`config.mk`:
```
export PLATFORM = sky130hd
export DESIGN_NAME = char_stream_tokenizer
export DESIGN_NICKNAME = d
export VERILOG_FILES = /design/src/cst_pkg.sv /design/src/cst_kw.sv /design/src/cst_lex.sv /design/src/cst_step.sv /design/src/cst_tok_fifo.sv /design/src/char_stream_tokenizer.sv
export SDC_FILE = /design/constraint.sdc
export NUM_CORES = 2
export LEC_CHECK = 0
export CAP_MARGIN = 0
export CORE_UTILIZATION = 50
export DETAILED_ROUTE_END_ITERATION = 10
export DONT_BUFFER_PORTS = 1
export MAX_ROUTING_LAYER = met4
export SLEW_MARGIN = 20
export SYNTH_ARGS = -nofsm -noshare
export SYNTH_HDL_FRONTEND = slang
export SYNTH_SLANG_ARGS = --single-unit
```
`constraint.sdc`:
```
create_clock -name clock -period 17.9 [get_ports clock]
set_input_delay 3.58 -clock clock [delete_from_list [all_inputs] [get_ports clock]]
set_output_delay 3.58 -clock clock [all_outputs]
set_load 0.02 [all_outputs]
```
`src/cst_pkg.sv`:
```
// Shared types, character codes, token codes and keyword table of the tokenizer.
// Depends on nothing; every other file of the block imports it.
package cst_pkg;

   localparam int MAX_TEXT          = 65536;
   localparam int KEYWORD_BYTES_DEF = 5;
   localparam int POS_W             = 16;
   localparam int LEN_W             = 16;
   localparam int SLOTS             = 5;
   localparam int MAX_RES           = 4;
   localparam int Q_DEPTH           = 8;

   localparam logic [POS_W-1:0] POS_LIMIT =
      (MAX_TEXT - 1 > 65535) ? {POS_W{1'b1}} : POS_W'(MAX_TEXT - 1);

   localparam logic [1:0] MODE_DEFAULT = 2'd0;
   localparam logic [1:0] MODE_STRING  = 2'd1;
   localparam logic [1:0] MODE_LINE    = 2'd2;
   localparam logic [1:0] MODE_BLOCK   = 2'd3;

   localparam logic [5:0] T_NUMBER        = 6'd0;
   localparam logic [5:0] T_STRING        = 6'd1;
   localparam logic [5:0] T_LPAREN        = 6'd2;
   localparam logic [5:0] T_RPAREN        = 6'd3;
   localparam logic [5:0] T_PLUS          = 6'd4;
   localparam logic [5:0] T_MINUS         = 6'd5;
   localparam logic [5:0] T_MULT          = 6'd6;
   localparam logic [5:0] T_DIV           = 6'd7;
   localparam logic [5:0] T_MOD           = 6'd8;
   localparam logic [5:0] T_IDENTIFIER    = 6'd9;
   localparam logic [5:0] T_COMMA         = 6'd10;
   localparam logic [5:0] T_ASSIGN        = 6'd11;
   localparam logic [5:0] T_COLON         = 6'd12;
   localparam logic [5:0] T_SEMICOLON     = 6'd13;
   localparam logic [5:0] T_LBRACE        = 6'd14;
   localparam logic [5:0] T_RBRACE        = 6'd15;
   localparam logic [5:0] T_LBRACK        = 6'd16;
   localparam logic [5:0] T_RBRACK        = 6'd17;
   localparam logic [5:0] T_LT            = 6'd18;
   localparam logic [5:0] T_GT            = 6'd19;
   localparam logic [5:0] T_DOT           = 6'd20;
   localparam logic [5:0] T_NOT           = 6'd21;
   localparam logic [5:0] T_COMMENT_LINE  = 6'd22;
   localparam logic [5:0] T_COMMENT_BLOCK = 6'd23;
   localparam logic [5:0] T_PLUS_ASSIGN   = 6'd24;
   localparam logic [5:0] T_MINUS_ASSIGN  = 6'd25;
   localparam logic [5:0] T_MULT_ASSIGN   = 6'd26;
   localparam logic [5:0] T_DIV_ASSIGN    = 6'd27;
   localparam logic [5:0] T_MOD_ASSIGN    = 6'd28;
   localparam logic [5:0] T_EQUAL         = 6'd29;
   localparam logic [5:0] T_NOT_EQUAL     = 6'd30;
   localparam logic [5:0] T_LT_EQUAL      = 6'd31;
   localparam logic [5:0] T_GT_EQUAL      = 6'd32;
   localparam logic [5:0] T_AND           = 6'd33;
   localparam logic [5:0] T_OR            = 6'd34;
   localparam logic [5:0] T_INC           = 6'd35;
   localparam logic [5:0] T_DEC           = 6'd36;
   localparam logic [5:0] T_DO            = 6'd37;
   localparam logic [5:0] T_TIMES         = 6'd38;
   localparam logic [5:0] T_WHILE         = 6'd39;
   localparam logic [5:0] T_IF            = 6'd40;
   localparam logic [5:0] T_ELSE          = 6'd41;
   localparam logic [5:0] T_VAR           = 6'd42;
   localparam logic [5:0] T_BITWISE_AND   = 6'd43;
   localparam logic [5:0] T_BITWISE_OR    = 6'd44;
   localparam logic [5:0] T_NEW_LINE      = 6'd45;

   localparam logic [7:0] CH_HT     = 8'h09;
   localparam logic [7:0] CH_CR     = 8'h0D;
   localparam logic [7:0] CH_SP     = 8'h20;
   localparam logic [7:0] CH_BANG   = 8'h21;
   localparam logic [7:0] CH_DQUOTE = 8'h22;
   localparam logic [7:0] CH_PCT    = 8'h25;
   localparam logic [7:0] CH_AMP    = 8'h26;
   localparam logic [7:0] CH_SQUOTE = 8'h27;
   localparam logic [7:0] CH_LPAR   = 8'h28;
   localparam logic [7:0] CH_RPAR   = 8'h29;
   localparam logic [7:0] CH_STAR   = 8'h2A;
   localparam logic [7:0] CH_PLUS   = 8'h2B;
   localparam logic [7:0] CH_COMMA  = 8'h2C;
   localparam logic [7:0] CH_MINUS  = 8'h2D;
   localparam logic [7:0] CH_DOT    = 8'h2E;
   localparam logic [7:0] CH_SLASH  = 8'h2F;
   localparam logic [7:0] CH_0      = 8'h30;
   localparam logic [7:0] CH_9      = 8'h39;
   localparam logic [7:0] CH_COLON  = 8'h3A;
   localparam logic [7:0] CH_SEMI   = 8'h3B;
   localparam logic [7:0] CH_LT     = 8'h3C;
   localparam logic [7:0] CH_EQ     = 8'h3D;
   localparam logic [7:0] CH_GT     = 8'h3E;
   localparam logic [7:0] CH_LBRK   = 8'h5B;
   localparam logic [7:0] CH_BSL    = 8'h5C;
   localparam logic [7:0] CH_RBRK   = 8'h5D;
   localparam logic [7:0] CH_N      = 8'h6E;
   localparam logic [7:0] CH_LBRC   = 8'h7B;
   localparam logic [7:0] CH_BAR    = 8'h7C;
   localparam logic [7:0] CH_RBRC   = 8'h7D;

   localparam logic [2:0] CLS_WORD  = 3'd0;
   localparam logic [2:0] CLS_SPACE = 3'd1;
   localparam logic [2:0] CLS_OP    = 3'd2;
   localparam logic [2:0] CLS_SLASH = 3'd3;
   localparam logic [2:0] CLS_QUOTE = 3'd4;
   localparam logic [2:0] CLS_BSL   = 3'd5;

   localparam int KW_NUM = 6;
   localparam int KW_W   = 40;
   localparam logic [KW_NUM-1:0][KW_W-1:0] KW_TEXT = {
      40'h0000726176, 40'h0065736c65, 40'h0000006669,
      40'h656c696877, 40'h73656d6974, 40'h0000006f64};
   localparam logic [KW_NUM-1:0][2:0] KW_LEN = {3'd3, 3'd4, 3'd2, 3'd5, 3'd5, 3'd2};
   localparam logic [KW_NUM-1:0][5:0] KW_CODE = {T_VAR, T_ELSE, T_IF, T_WHILE, T_TIMES, T_DO};

   typedef struct packed {
      logic [7:0] char_code;
      logic       end_of_text;
   } req_type;

   typedef struct packed {
      logic [5:0]       token_code;
      logic [POS_W-1:0] token_start;
      logic [LEN_W-1:0] token_length;
      logic             last_in_run;
   } rsp_type;

   typedef struct packed {
      logic             vld;
      logic [5:0]       code;
      logic [POS_W-1:0] start;
      logic [LEN_W-1:0] len;
   } tok_type;

   typedef struct packed {
      logic [1:0]       mode;
      logic             quote_dbl;
      logic [POS_W-1:0] wstart;
      logic [LEN_W-1:0] wlen;
      logic             digit_first;
   } lex_state_type;

   typedef struct packed {
      logic [5:0] code;
      logic       pair;
   } op_type;

   function automatic logic [POS_W-1:0] pos_inc(input logic [POS_W-1:0] p);
      return (p >= POS_LIMIT) ? POS_LIMIT : p + 1'b1;
   endfunction

   function automatic logic [LEN_W-1:0] len_add(input logic [LEN_W-1:0] l,
                                                input logic [1:0] d);
      logic [LEN_W:0] s;
      s = {1'b0, l} + {{(LEN_W-1){1'b0}}, d};
      return s[LEN_W] ? {LEN_W{1'b1}} : s[LEN_W-1:0];
   endfunction

   function automatic logic [2:0] char_class(input logic [7:0] c);
      logic [2:0] r;
      unique case (c) inside
         CH_SP, [CH_HT:CH_CR]:           r = CLS_SPACE;
         CH_SLASH:                       r = CLS_SLASH;
         CH_DQUOTE, CH_SQUOTE:           r = CLS_QUOTE;
         CH_BSL:                         r = CLS_BSL;
         CH_PLUS, CH_MINUS, CH_STAR, CH_PCT, CH_EQ, CH_LT, CH_GT, CH_BANG,
         CH_AMP, CH_BAR, CH_LPAR, CH_RPAR, CH_LBRK, CH_RBRK, CH_LBRC,
         CH_RBRC, CH_DOT, CH_COMMA, CH_COLON, CH_SEMI: r = CLS_OP;
         default:                        r = CLS_WORD;
      endcase
      return r;
   endfunction

   function automatic op_type op_decode(input logic [7:0] c, input logic hp,
                                        input logic [7:0] pk);
      op_type r;
      logic   eq;
      eq = hp && (pk == CH_EQ);
      r  = op_type'{T_IDENTIFIER, 1'b0};
      unique case (c)
         CH_PLUS:  r = eq ? op_type'{T_PLUS_ASSIGN, 1'b1} :
                       (hp && pk == CH_PLUS) ? op_type'{T_INC, 1'b1} :
                       op_type'{T_PLUS, 1'b0};
         CH_MINUS: r = eq ? op_type'{T_MINUS_ASSIGN, 1'b1} :
                       (hp && pk == CH_MINUS) ? op_type'{T_DEC, 1'b1} :
                       op_type'{T_MINUS, 1'b0};
         CH_STAR:  r = eq ? op_type'{T_MULT_ASSIGN, 1'b1} : op_type'{T_MULT, 1'b0};
         CH_PCT:   r = eq ? op_type'{T_MOD_ASSIGN, 1'b1} : op_type'{T_MOD, 1'b0};
         CH_EQ:    r = eq ? op_type'{T_EQUAL, 1'b1} : op_type'{T_ASSIGN, 1'b0};
         CH_LT:    r = eq ? op_type'{T_LT_EQUAL, 1'b1} : op_type'{T_LT, 1'b0};
         CH_GT:    r = eq ? op_type'{T_GT_EQUAL, 1'b1} : op_type'{T_GT, 1'b0};
         CH_BANG:  r = eq ? op_type'{T_NOT_EQUAL, 1'b1} : op_type'{T_NOT, 1'b0};
         CH_AMP:   r = (hp && pk == CH_AMP) ? op_type'{T_AND, 1'b1} :
                       op_type'{T_BITWISE_AND, 1'b0};
         CH_BAR:   r = (hp && pk == CH_BAR) ? op_type'{T_OR, 1'b1} :
                       op_type'{T_BITWISE_OR, 1'b0};
         CH_LPAR:  r = op_type'{T_LPAREN, 1'b0};
         CH_RPAR:  r = op_type'{T_RPAREN, 1'b0};
         CH_LBRK:  r = op_type'{T_LBRACK, 1'b0};
         CH_RBRK:  r = op_type'{T_RBRACK, 1'b0};
         CH_LBRC:  r = op_type'{T_LBRACE, 1'b0};
         CH_RBRC:  r = op_type'{T_RBRACE, 1'b0};
         CH_DOT:   r = op_type'{T_DOT, 1'b0};
         CH_COMMA: r = op_type'{T_COMMA, 1'b0};
         CH_COLON: r = op_type'{T_COLON, 1'b0};
         CH_SEMI:  r = op_type'{T_SEMICOLON, 1'b0};
         default:  r = op_type'{T_IDENTIFIER, 1'b0};
      endcase
      return r;
   endfunction

endpackage

```
`src/cst_kw.sv`:
```
// Word classifier: keyword compare on length and leading-byte window, else number/identifier.
// Depends on cst_pkg.
module cst_kw import cst_pkg::*; #(
   parameter int KEYWORD_BYTES = KEYWORD_BYTES_DEF
) (
   input  logic [LEN_W-1:0]           wlen,
   input  logic [8*KEYWORD_BYTES-1:0] win,
   input  logic                       digit_first,
   output logic [5:0]                 code
);

   localparam int WIN_W = 8 * KEYWORD_BYTES;

   always_comb begin
      code = digit_first ? T_NUMBER : T_IDENTIFIER;
      for (int k = 0; k < KW_NUM; k++) begin
         if (wlen == LEN_W'(KW_LEN[k]) && win == WIN_W'(KW_TEXT[k])) begin
            code = KW_CODE[k];
         end
      end
   end

endmodule

```
`src/cst_lex.sv`:
```
// One lexing step on a single byte with optional lookahead: mode logic, operators, words.
// Depends on cst_pkg and cst_kw.
module cst_lex import cst_pkg::*; #(
   parameter int KEYWORD_BYTES = KEYWORD_BYTES_DEF
) (
   input  lex_state_type              st_i,
   input  logic [8*KEYWORD_BYTES-1:0] win_i,
   input  logic [7:0]                 c,
   input  logic                       hp,
   input  logic [7:0]                 pk,
   input  logic [POS_W-1:0]           pos,
   output lex_state_type              st_o,
   output logic [8*KEYWORD_BYTES-1:0] win_o,
   output tok_type                    tok0,
   output tok_type                    tok1,
   output logic                       used
);

   localparam int WIN_W = 8 * KEYWORD_BYTES;

   logic [5:0]       kw_code;
   logic [2:0]       cls;
   op_type           op;
   tok_type          flush_tok;
   logic [7:0]       quote_ch;
   logic [WIN_W-1:0] win_base;

   function automatic lex_state_type clear_word(input lex_state_type s);
      lex_state_type r;
      r             = s;
      r.wstart      = '0;
      r.wlen        = '0;
      r.digit_first = 1'b0;
      return r;
   endfunction

   cst_kw #(.KEYWORD_BYTES(KEYWORD_BYTES)) u_kw (
      .wlen        (st_i.wlen),
      .win         (win_i),
      .digit_first (st_i.digit_first),
      .code        (kw_code)
   );

   assign cls       = char_class(c);
   assign op        = op_decode(c, hp, pk);
   assign quote_ch  = st_i.quote_dbl ? CH_DQUOTE : CH_SQUOTE;
   assign flush_tok = '{st_i.wlen != '0, kw_code, st_i.wstart, st_i.wlen};

   always_comb begin
      st_o     = st_i;
      win_o    = win_i;
      win_base = win_i;
      tok0     = '0;
      tok1     = '0;
      used     = 1'b0;
      unique case (st_i.mode)
         MODE_STRING: begin
            st_o.wlen = len_add(st_i.wlen, 2'd1);
            if (c == quote_ch) begin
               tok0      = '{1'b1, T_STRING, st_i.wstart, len_add(st_i.wlen, 2'd1)};
               st_o      = clear_word(st_i);
               st_o.mode = MODE_DEFAULT;
               win_o     = '0;
            end
         end
         MODE_LINE: begin
            if (c == CH_BSL && hp && pk == CH_N) begin
               tok0      = '{1'b1, T_COMMENT_LINE, st_i.wstart, st_i.wlen};
               tok1      = '{1'b1, T_NEW_LINE, pos, LEN_W'(2)};
               st_o      = clear_word(st_i);
               st_o.mode = MODE_DEFAULT;
               win_o     = '0;
               used      = 1'b1;
            end else begin
               st_o.wlen = len_add(st_i.wlen, 2'd1);
            end
         end
         MODE_BLOCK: begin
            if (c == CH_STAR && hp && pk == CH_SLASH) begin
               tok0      = '{1'b1, T_COMMENT_BLOCK, st_i.wstart, len_add(st_i.wlen, 2'd2)};
               st_o      = clear_word(st_i);
               st_o.mode = MODE_DEFAULT;
               win_o     = '0;
               used      = 1'b1;
            end else begin
               st_o.wlen = len_add(st_i.wlen, 2'd1);
            end
         end
         MODE_DEFAULT: begin
            unique case (cls)
               CLS_SPACE: begin
                  tok0  = flush_tok;
                  st_o  = clear_word(st_i);
                  win_o = '0;
               end
               CLS_SLASH: begin
                  tok0  = flush_tok;
                  st_o  = clear_word(st_i);
                  win_o = '0;
                  if (hp && (pk == CH_STAR || pk == CH_SLASH)) begin
                     st_o.mode   = (pk == CH_STAR) ? MODE_BLOCK : MODE_LINE;
                     st_o.wstart = pos;
                     st_o.wlen   = LEN_W'(2);
                     used        = 1'b1;
                  end else if (hp && pk == CH_EQ) begin
                     tok1 = '{1'b1, T_DIV_ASSIGN, pos, LEN_W'(2)};
                     used = 1'b1;
                  end else begin
                     tok1 = '{1'b1, T_DIV, pos, LEN_W'(1)};
                  end
               end
               CLS_QUOTE: begin
                  tok0           = flush_tok;
                  st_o           = clear_word(st_i);
                  win_o          = '0;
                  st_o.mode      = MODE_STRING;
                  st_o.quote_dbl = (c == CH_DQUOTE);
                  st_o.wstart    = pos;
                  st_o.wlen      = LEN_W'(1);
               end
               CLS_BSL: begin
                  if (hp && pk == CH_N) begin
                     tok0  = flush_tok;
                     st_o  = clear_word(st_i);
                     win_o = '0;
                     tok1  = '{1'b1, T_NEW_LINE, pos, LEN_W'(2)};
                     used  = 1'b1;
                  end
               end
               CLS_OP: begin
                  tok0  = flush_tok;
                  st_o  = clear_word(st_i);
                  win_o = '0;
                  tok1  = '{1'b1, op.code, pos, op.pair ? LEN_W'(2) : LEN_W'(1)};
                  used  = op.pair;
               end
               default: begin
                  if (st_i.wlen == '0) begin
                     st_o.wstart      = pos;
                     st_o.digit_first = (c >= CH_0) && (c <= CH_9);
                     win_base         = '0;
                  end
                  win_o = win_base;
                  for (int b = 0; b < KEYWORD_BYTES; b++) begin
                     if (st_i.wlen == LEN_W'(b)) begin
                        win_o[8*b +: 8] = c;
                     end
                  end
                  st_o.wlen = len_add(st_i.wlen, 2'd1);
               end
            endcase
         end
      endcase
   end

endmodule

```
`src/cst_step.sv`:
```
// Tokenizer state registers and the per-request step: held byte with lookahead,
// end-of-text drain and final word flush. Depends on cst_pkg, cst_lex and cst_kw.
module cst_step import cst_pkg::*; #(
   parameter int KEYWORD_BYTES = KEYWORD_BYTES_DEF
) (
   input  logic                     clock,
   input  logic                     reset,
   input  logic                     advance,
   input  req_type                  req,
   output tok_type [SLOTS-1:0]      slot
);

   localparam int WIN_W = 8 * KEYWORD_BYTES;

   lex_state_type    st_ff, st_in;
   logic [WIN_W-1:0] win_ff, win_in;
   logic [7:0]       pchar_ff, pchar_in;
   logic             pvld_ff, pvld_in;
   logic [POS_W-1:0] pos_ff, pos_in;

   lex_state_type    st_a, st_1, st_b, st_2;
   logic [WIN_W-1:0] win_a, win_1, win_b, win_2;
   tok_type          a0, a1, b0, b1;
   logic             used_a;
   logic [7:0]       pc_1;
   logic             pv_1;
   logic [POS_W-1:0] pos_1;
   logic             act_b;
   logic [5:0]       fin_code;

   cst_lex #(.KEYWORD_BYTES(KEYWORD_BYTES)) u_lex_look (
      .st_i (st_ff),
      .win_i(win_ff),
      .c    (pchar_ff),
      .hp   (1'b1),
      .pk   (req.char_code),
      .pos  (pos_ff),
      .st_o (st_a),
      .win_o(win_a),
      .tok0 (a0),
      .tok1 (a1),
      .used (used_a)
   );

   always_comb begin
      if (pvld_ff) begin
         st_1  = st_a;
         win_1 = win_a;
         if (used_a) begin
            pv_1  = 1'b0;
            pc_1  = pchar_ff;
            pos_1 = pos_inc(pos_inc(pos_ff));
         end else begin
            pv_1  = 1'b1;
            pc_1  = req.char_code;
            pos_1 = pos_inc(pos_ff);
         end
      end else begin
         st_1  = st_ff;
         win_1 = win_ff;
         pv_1  = 1'b1;
         pc_1  = req.char_code;
         pos_1 = pos_ff;
      end
   end

   cst_lex #(.KEYWORD_BYTES(KEYWORD_BYTES)) u_lex_last (
      .st_i (st_1),
      .win_i(win_1),
      .c    (pc_1),
      .hp   (1'b0),
      .pk   (8'h00),
      .pos  (pos_1),
      .st_o (st_b),
      .win_o(win_b),
      .tok0 (b0),
      .tok1 (b1),
      .used ()
   );

   assign act_b = req.end_of_text && pv_1;
   assign st_2  = act_b ? st_b : st_1;
   assign win_2 = act_b ? win_b : win_1;

   cst_kw #(.KEYWORD_BYTES(KEYWORD_BYTES)) u_kw_final (
      .wlen        (st_2.wlen),
      .win         (win_2),
      .digit_first (st_2.digit_first),
      .code        (fin_code)
   );

   always_comb begin
      slot[0]     = a0;
      slot[0].vld = a0.vld && pvld_ff;
      slot[1]     = a1;
      slot[1].vld = a1.vld && pvld_ff;
      slot[2]     = b0;
      slot[2].vld = b0.vld && act_b;
      slot[3]     = b1;
      slot[3].vld = b1.vld && act_b;
      slot[4]     = '{req.end_of_text && st_2.wlen != '0,
                      (st_2.mode == MODE_DEFAULT) ? fin_code : T_IDENTIFIER,
                      st_2.wstart, st_2.wlen};
   end

   always_comb begin
      if (req.end_of_text) begin
         st_in    = '0;
         win_in   = '0;
         pchar_in = '0;
         pvld_in  = 1'b0;
         pos_in   = '0;
      end else begin
         st_in    = st_1;
         win_in   = win_1;
         pchar_in = pc_1;
         pvld_in  = pv_1;
         pos_in   = pos_1;
      end
   end

   always_ff @(posedge clock) begin
      if (reset) begin
         st_ff    <= '0;
         win_ff   <= '0;
         pchar_ff <= '0;
         pvld_ff  <= 1'b0;
         pos_ff   <= '0;
      end else if (advance) begin
         st_ff    <= st_in;
         win_ff   <= win_in;
         pchar_ff <= pchar_in;
         pvld_ff  <= pvld_in;
         pos_ff   <= pos_in;
      end
   end

endmodule

```
`src/cst_tok_fifo.sv`:
```
// Token queue: packs up to four tokens of one step in order, marks the last, and drains
// one a cycle unless stalled. Depends on cst_pkg.
module cst_tok_fifo import cst_pkg::*; (
   input  logic                clock,
   input  logic                reset,
   input  logic                push,
   input  tok_type [SLOTS-1:0] slot,
   output logic                room,
   output logic                rsp_valid,
   input  logic                rsp_stall,
   output rsp_type             rsp_data
);

   localparam int QAW   = $clog2(Q_DEPTH);
   localparam int OFS_W = $clog2(SLOTS + 1);

   rsp_type          ent_ff [Q_DEPTH];
   logic [QAW-1:0]   head_ff, head_in;
   logic [QAW-1:0]   tail_ff, tail_in;
   logic [QAW:0]     cnt_ff, cnt_in;

   logic [OFS_W-1:0] ofs [SLOTS];
   logic [OFS_W-1:0] n_all, n_push, last_idx;
   logic             pop;

   always_comb begin
      ofs[0] = '0;
      for (int i = 1; i < SLOTS; i++) begin
         ofs[i] = ofs[i-1] + OFS_W'(slot[i-1].vld);
      end
      n_all = ofs[SLOTS-1] + OFS_W'(slot[SLOTS-1].vld);
   end

   assign n_push   = !push ? '0 : (n_all > OFS_W'(MAX_RES)) ? OFS_W'(MAX_RES) : n_all;
   assign last_idx = n_push - 1'b1;

   assign room      = cnt_ff <= (QAW+1)'(Q_DEPTH - MAX_RES);
   assign rsp_valid = cnt_ff != '0;
   assign rsp_data  = ent_ff[head_ff];
   assign pop       = rsp_valid && !rsp_stall;

   assign head_in = head_ff + QAW'(pop);
   assign tail_in = tail_ff + QAW'(n_push);
   assign cnt_in  = cnt_ff + (QAW+1)'(n_push) - (QAW+1)'(pop);

   always_ff @(posedge clock) begin
      if (reset) begin
         head_ff <= '0;
         tail_ff <= '0;
         cnt_ff  <= '0;
      end else begin
         head_ff <= head_in;
         tail_ff <= tail_in;
         cnt_ff  <= cnt_in;
      end
   end

   always_ff @(posedge clock) begin
      for (int i = 0; i < SLOTS; i++) begin
         if (push && slot[i].vld && ofs[i] < OFS_W'(MAX_RES)) begin
            ent_ff[tail_ff + QAW'(ofs[i])] <= '{slot[i].code, slot[i].start, slot[i].len,
                                                 ofs[i] == last_idx};
         end
      end
   end

endmodule

```
`src/char_stream_tokenizer.sv`:
```
// Top level of the streaming tokenizer: request register, step logic and token queue.
// Depends on cst_pkg, cst_step and cst_tok_fifo.
//
// Usage:
//   Requests carry one text byte and an end-of-text flag on req_valid/req_stall;
//   tokens (type, start, length, last_in_run) leave on rsp_valid/rsp_stall.
//   A byte is held back until the next byte arrives as lookahead, so its tokens
//   appear with the following request; the end-of-text request drains everything
//   and returns the tokenizer to the start of a new text at position 0.
//   Request path: a request is registered in the request register on acceptance
//   and processed by the step logic from there; its tokens are written into the
//   token queue, whose head entry is offered on rsp_valid/rsp_stall.
//   Throughput: one request per cycle while the token queue has room for four more
//   tokens; each request yields zero to four tokens and the queue drains one token
//   a cycle unless stalled, so a request that yields several tokens holds back later ones.
//   Reset (synchronous, active high) empties the queue, drops any held byte and
//   clears the position count. When the receiver stalls, the head token holds and
//   requests stall as soon as the eight-entry queue cannot take four more tokens.
module char_stream_tokenizer import cst_pkg::*; #(
   parameter int KEYWORD_BYTES = KEYWORD_BYTES_DEF
) (
   input  logic    clock,
   input  logic    reset,
   input  logic    req_valid,
   output logic    req_stall,
   input  req_type req_data,
   output logic    rsp_valid,
   input  logic    rsp_stall,
   output rsp_type rsp_data
);

   req_type             req_ff, req_in;
   logic                req_vld_ff, req_vld_in;
   logic                room;
   logic                advance;
   tok_type [SLOTS-1:0] slot;

   assign advance    = req_vld_ff && room;
   assign req_stall  = req_vld_ff && !room;
   assign req_vld_in = req_stall ? req_vld_ff : req_valid;
   assign req_in     = (req_valid && !req_stall) ? req_data : req_ff;

   always_ff @(posedge clock) begin
      if (reset) begin
         req_vld_ff <= 1'b0;
      end else begin
         req_vld_ff <= req_vld_in;
      end
   end

   always_ff @(posedge clock) begin
      req_ff <= req_in;
   end

   cst_step #(.KEYWORD_BYTES(KEYWORD_BYTES)) u_step (
      .clock  (clock),
      .reset  (reset),
      .advance(advance),
      .req    (req_ff),
      .slot   (slot)
   );

   cst_tok_fifo u_fifo (
      .clock    (clock),
      .reset    (reset),
      .push     (advance),
      .slot     (slot),
      .room     (room),
      .rsp_valid(rsp_valid),
      .rsp_stall(rsp_stall),
      .rsp_data (rsp_data)
   );

endmodule

```
; Yosys cells after proc, flatten, opt, wreduce, memory -nomap -nowiden
; Memory sizes are Yosys's and may differ from the RTL's. A register that Yosys moved wholly into a read port is not among the register bits.
; Index checks and enable logic that the tools add are counted.
; W data, S select, Z words.
[word_totals]
regBits = 121
ramBits = 312
out_inout_bits = 41
wordCells = 380
n_memories = 1
[mem_list]
columns = memory, depth, width, read_ports, rd_ports_with_merged_regs, wr, line
row1 = u_fifo.ent_ff, 8, 39, 1, 1, 3, cst_tok_fifo.sv:17  ; rsp_type ent_ff [Q_DEPTH];
[op_classes]
addsub = 18
order_cmp = 16
n_eq_ne = 112
muxes = 148
reduce_logical = 70
[ops]
columns = operator, n
row1 = $mux W39, 12
row2 = $mux W40, 10
row3 = $eq A8 B6 Y1 const B, 44
row4 = $pmux W7 S20, 2
row5 = $eq A40 B15 Y1 const B, 6
row6 = $eq A40 B39 Y1 const B, 6
row7 = $pmux W39 S2, 3
row8 = $pmux W39 S3, 2
row9 = $mux W16, 12
row10 = $mux W36, 5
row11 = $pmux W40 S2, 2
row12 = $pmux W40 S4, 1
row13 = $pmux W39 S4, 1
row14 = $pmux W36 S4, 1
row15 = $mux W6, 22
row16 = $pmux W33 S4, 1
row17 = $eq A40 B23 Y1 const B, 3
row18 = $eq A40 B31 Y1 const B, 3
row19 = $pmux W40 S3, 1
row20 = $eq A8 B7 Y1 const B, 14
row21 = $pmux W36 S3, 1
row22 = $mux W8, 13
row23 = $pmux W33 S3, 1
row24 = $eq A16 B2 Y1 const B, 6
row25 = 54 further kinds, 192

; Depth between registers and ports, before layout
[logic_depth]
depth_word = 29
depth_mapped = 37

; Hierarchy
; Synthesis repeated with hierarchy kept, for this count alone.
[unflattened]
hier_cells = 5687
area_unflattened_um2 = 42871.1
[by_module_without_submodules]
columns = module, instances, cells_per_inst, area_per_inst_um2
row1 = cst_tok_fifo, 1, 3312, 25953.6
row2 = cst_step, 1, 889, 7415.9
row3 = cst_lex at u_step.u_lex_last, 1, 630, 3866.2
row4 = cst_lex at u_step.u_lex_look, 1, 626, 3856.2
row5 = cst_kw, 3, 72, 484.2
row6 = char_stream_tokenizer, 1, 14, 326.6

; Least setup slack after synthesis
; OpenSTA, ideal clock, no wires.
[synth_timing]
kind = register -> register
start = reg u_step.pchar_ff[6]
end = mem u_fifo.ent_ff[3][0] (netlist name) (enable)
setup_time_ns = 0.625
arrival_ns = 8.026
required_time_ns = 17.275
setup_slack_ns = 9.249
path_stages_with_launch = 35
cell_sequence = dfxtp_1 > buf_2 > or4b_1 > buf_4 > nor3_4 > nor3_1 > nand4_2 > buf_2 > nor3_1 > or2_2 > clkbuf_1 > inv_1 > ha_1 > clkbuf_1 > inv_1 > nor3_2 > a211oi_2 > nor2_1 > fa_1 > inv_1 > ha_1 > inv_1 > fa_1 > nand3_1 > a21o_4 > clkbuf_1 > buf_1 > nor2_1 > a21oi_1 > ha_1 > fa_1 > clkbuf_1 > nand4_2 > clkbuf_1 > nand3_1
[synth_lines]
columns = item, line
row1 = from (decl), cst_step.sv:17  ; logic [7:0] pchar_ff, pchar_in;
row2 = from (signal assigned), cst_step.sv:132  ; pchar_ff <= pchar_in;
row3 = to (decl), cst_tok_fifo.sv:17

==> metrics <==
CP Launch Point u_step.pchar_ff[7]; Gate Count Post-Synth 4273; Via density roughly 7; setup bufs post-CTS 0; synthesized area 0.0346 mm²; DRT Wirelength 151 mm; antenna-violating nets left 0; Global Route Usage Sum 43.1%; logic gate share of total power 23.7%; Critical Path RT 18190 ps; synth top area cells edfxtp_1, a21oi_1, dfxtp_1; most frequent cells after synthesis nor2_1, nand2_1, a21oi_1; row count 96; power density cells 78.3 mW/mm²; clock tree sinks 433; Initial Utilization 50.5%; die area 0.0703 mm²; first-pass GRT wire length 219 mm; layout net count 4104; Clock Tree Buf Depth 3; # resized after CTS 0; Pins Over Slew Limit 0; # diodes 0; share of the synthesized area in the top cell type 27.8%; drt wl/cell 30.1 µm; area leader, netlist edfxtp_1; Inst Count DP 4931; initial drt markers 5004; count of final setup violators 0; static leakage 12.7 nW; f_max just over 90 MHz; Critical Path AT 11250 ps; vias 35494; R2R Setup Slk 6940 ps; max_cap viols 0; clk slew on worst S/H paths 60 ps; CP max FO 54; top-count cell post-synth nor2_1; worst r2r src u_step.pchar_ff[7]; Worst Setup Start Kind flop; post-detail-place hpwl between 100 and 150 mm; largest net degree at the start of global routing roughly 110; final cell count without fillers 5025; slowest CP cell or4_1; layout cells sized above 1 10.7%; Setup TNS 0 ps; fin crit share 61.2%; RSZ-0062 raised after global routing false; Synth async-reset ratio 0%; Hold-fix buffers, CTS 0; CTS tree built; clock power share 36.4%; P_int 1.93 mW; I/O Buffers 0; CTS H-tree depth 2; crit path kind flop to flop; IO Count 54; slowest cell delay on critical path 940 ps; Syn-to-layout area delta 6.33%; Residual DRC 0; Post-synth EDFFs 321; syn_nets ~4300; gpl congestion 1.06; #FFs+latches synth 433; sequential fraction of the synthesis area between 30% and 40%; Post-synth top flop edfxtp_1; status completed; grt total ovfl 0; FF-to-FF End u_fifo.ent_ff[3][21]; Critical Path End Type flop; clock skew between 30 and 40 ps; fin crit period 10960 ps; crit path capture u_fifo.ent_ff[3][21]; total power 2.88 mW; core outline area around 0.069 mm²; Sw Pwr approximately 950 µW; Reg2Reg Depth 26; Avg Inst Size Synth approximately 8.1 µm²; Warnings, synthesis 0; vias in the first global route 31720; pre-CTS setup slack 7120 ps; maximum vdd drop 0.102 mV; Max-slew headroom roughly 16%; initial antenna violation count 0; Worst-Skew Late Latency 650 ps; Slew @ Worst Pin 1260 ps; Hold WC Path Type flop to flop; unique cell type count in the Yosys netlist 124; Net Sw Frac 33.1%; Root Driver clkbuf_16; final setup margin roughly 7000 ps; iteration count of the initial detailed-routing pass 6; Seq pwr share 39.9%; final hold vios 0; die width 265 µm; Chip Height about 270 µm; Num CTS Buffers a little under 50
## cell type report
type | instances | area [µm²]
fill | 6418 | 31800
clock inverter | 29 | 333
tap | 931 | 1160
inverter | 60 | 225
multi-input combinational | 3419 | 21200
sequential | 433 | 11900
timing repair buffer | 92 | 702
clock buffer | 61 | 1290
## worst min path at each step
stage,from,to,slack (ps),depth (start not counted)
CTS,u_step.win_ff[12],u_step.win_ff[12],470,2
detailed placement,u_step.win_ff[12],u_step.win_ff[12],460,2
floorplan,u_step.win_ff[12],u_step.win_ff[12],440,2
global route,u_step.win_ff[12],u_step.win_ff[12],520,2
global placement,u_step.win_ff[12],u_step.win_ff[12],460,2
finish,u_step.win_ff[12],u_step.win_ff[12],470,2
## metal layers
metal	vias to the layer above	share of wire, %	track usage, %
met5	-	0	-
li1	15630	-	-
met3	582	11	8.47
met2	2505	44	63.8
met1	16777	38	55.2
met4	0	6.7	24.3
## placed cells by master (no fill, tap or decap), drive strengths merged, types with 19 or more instances in the layout
| cell | n |
|---|---|
| nor2 | 597 |
| nand2 | 506 |
| a21oi | 455 |
| o21ai | 390 |
| edfxtp | 321 |
| nand3 | 121 |
| dfxtp | 112 |
| nor3 | 98 |
| o211ai | 93 |
| a22oi | 93 |
| buf | 91 |
| mux4 | 78 |
| o22ai | 69 |
| mux2 | 62 |
| clkbuf | 62 |
| inv | 60 |
| nand4 | 60 |
| a31oi | 50 |
| nor4 | 48 |
| mux2i | 45 |
| and3 | 40 |
| a211oi | 38 |
| nor2b | 31 |
| and2 | 31 |
| ha | 30 |
| o31ai | 30 |
| xnor2 | 28 |
| or3 | 27 |
| and4 | 26 |
| nand2b | 25 |
| clkinv | 23 |
| a22o | 22 |
| a221oi | 22 |
| xor2 | 19 |
| or2 | 19 |
## flip-flops by register name, indices dropped and copies added (netlist names), 3 cells and up
register / count
u_fifo.ent_ff: 312
u_step.win_ff: 40
u_step.st_ff: 36
u_step.pos_ff: 16
req_ff: 9
u_step.pchar_ff: 8
u_fifo.cnt_ff: 4
u_fifo.head_ff: 3
u_fifo.tail_ff: 3
## worst max-delay path: cells and delay by family (launching register included)
family / cells / cell delay [ps]
XOR/XNOR: 1 / 610
adder cells (fa/ha/maj): 5 / 1740
flip-flops: 1 / 430
AO/OA/AOI/OAI: 5 / 1560
AND/OR/NAND/NOR: 10 / 5180
buffers and inverters: 5 / 1070
## power groups by stage
stage          Sequential, mW  Combinational, mW  Clock, mW
6_report                 1.15              0.683       1.05
5_1_grt                  1.16              0.716       1.09
4_1_cts                  1.15              0.672       1.05
3_5_place_dp             1.17              0.671          0
3_3_place_gp             1.17              0.673          0
2_1_floorplan            1.12              0.523          0
## metrics by stage
step | utilization [%] | cell area [µm²] | hold slack (ps)
final | 53.7 | 36800 | 473
after global routing | 53.7 | 36800 | 516
after CTS | 53.6 | 36800 | 465
after detailed placement | 51.2 | 35100 | 458
after global placement | 51.2 | 35100 | 456
after floorplan | - | 34600 | 441
## cell families (layout without fill, tap and decap cells)
logic type	count (synthesis)	count (layout)	synth area share, %
XOR/XNOR	47	47	1.19
buffers and inverters	421	242	5.00
flip-flops	433	433	34.3
adder cells (fa/ha/maj)	36	36	1.43
AO/OA/AOI/OAI	1441	1441	26.2
multiplexers	185	185	8.43
AND/OR/NAND/NOR	1710	1710	23.4
(Power assumes the default switching activity.)
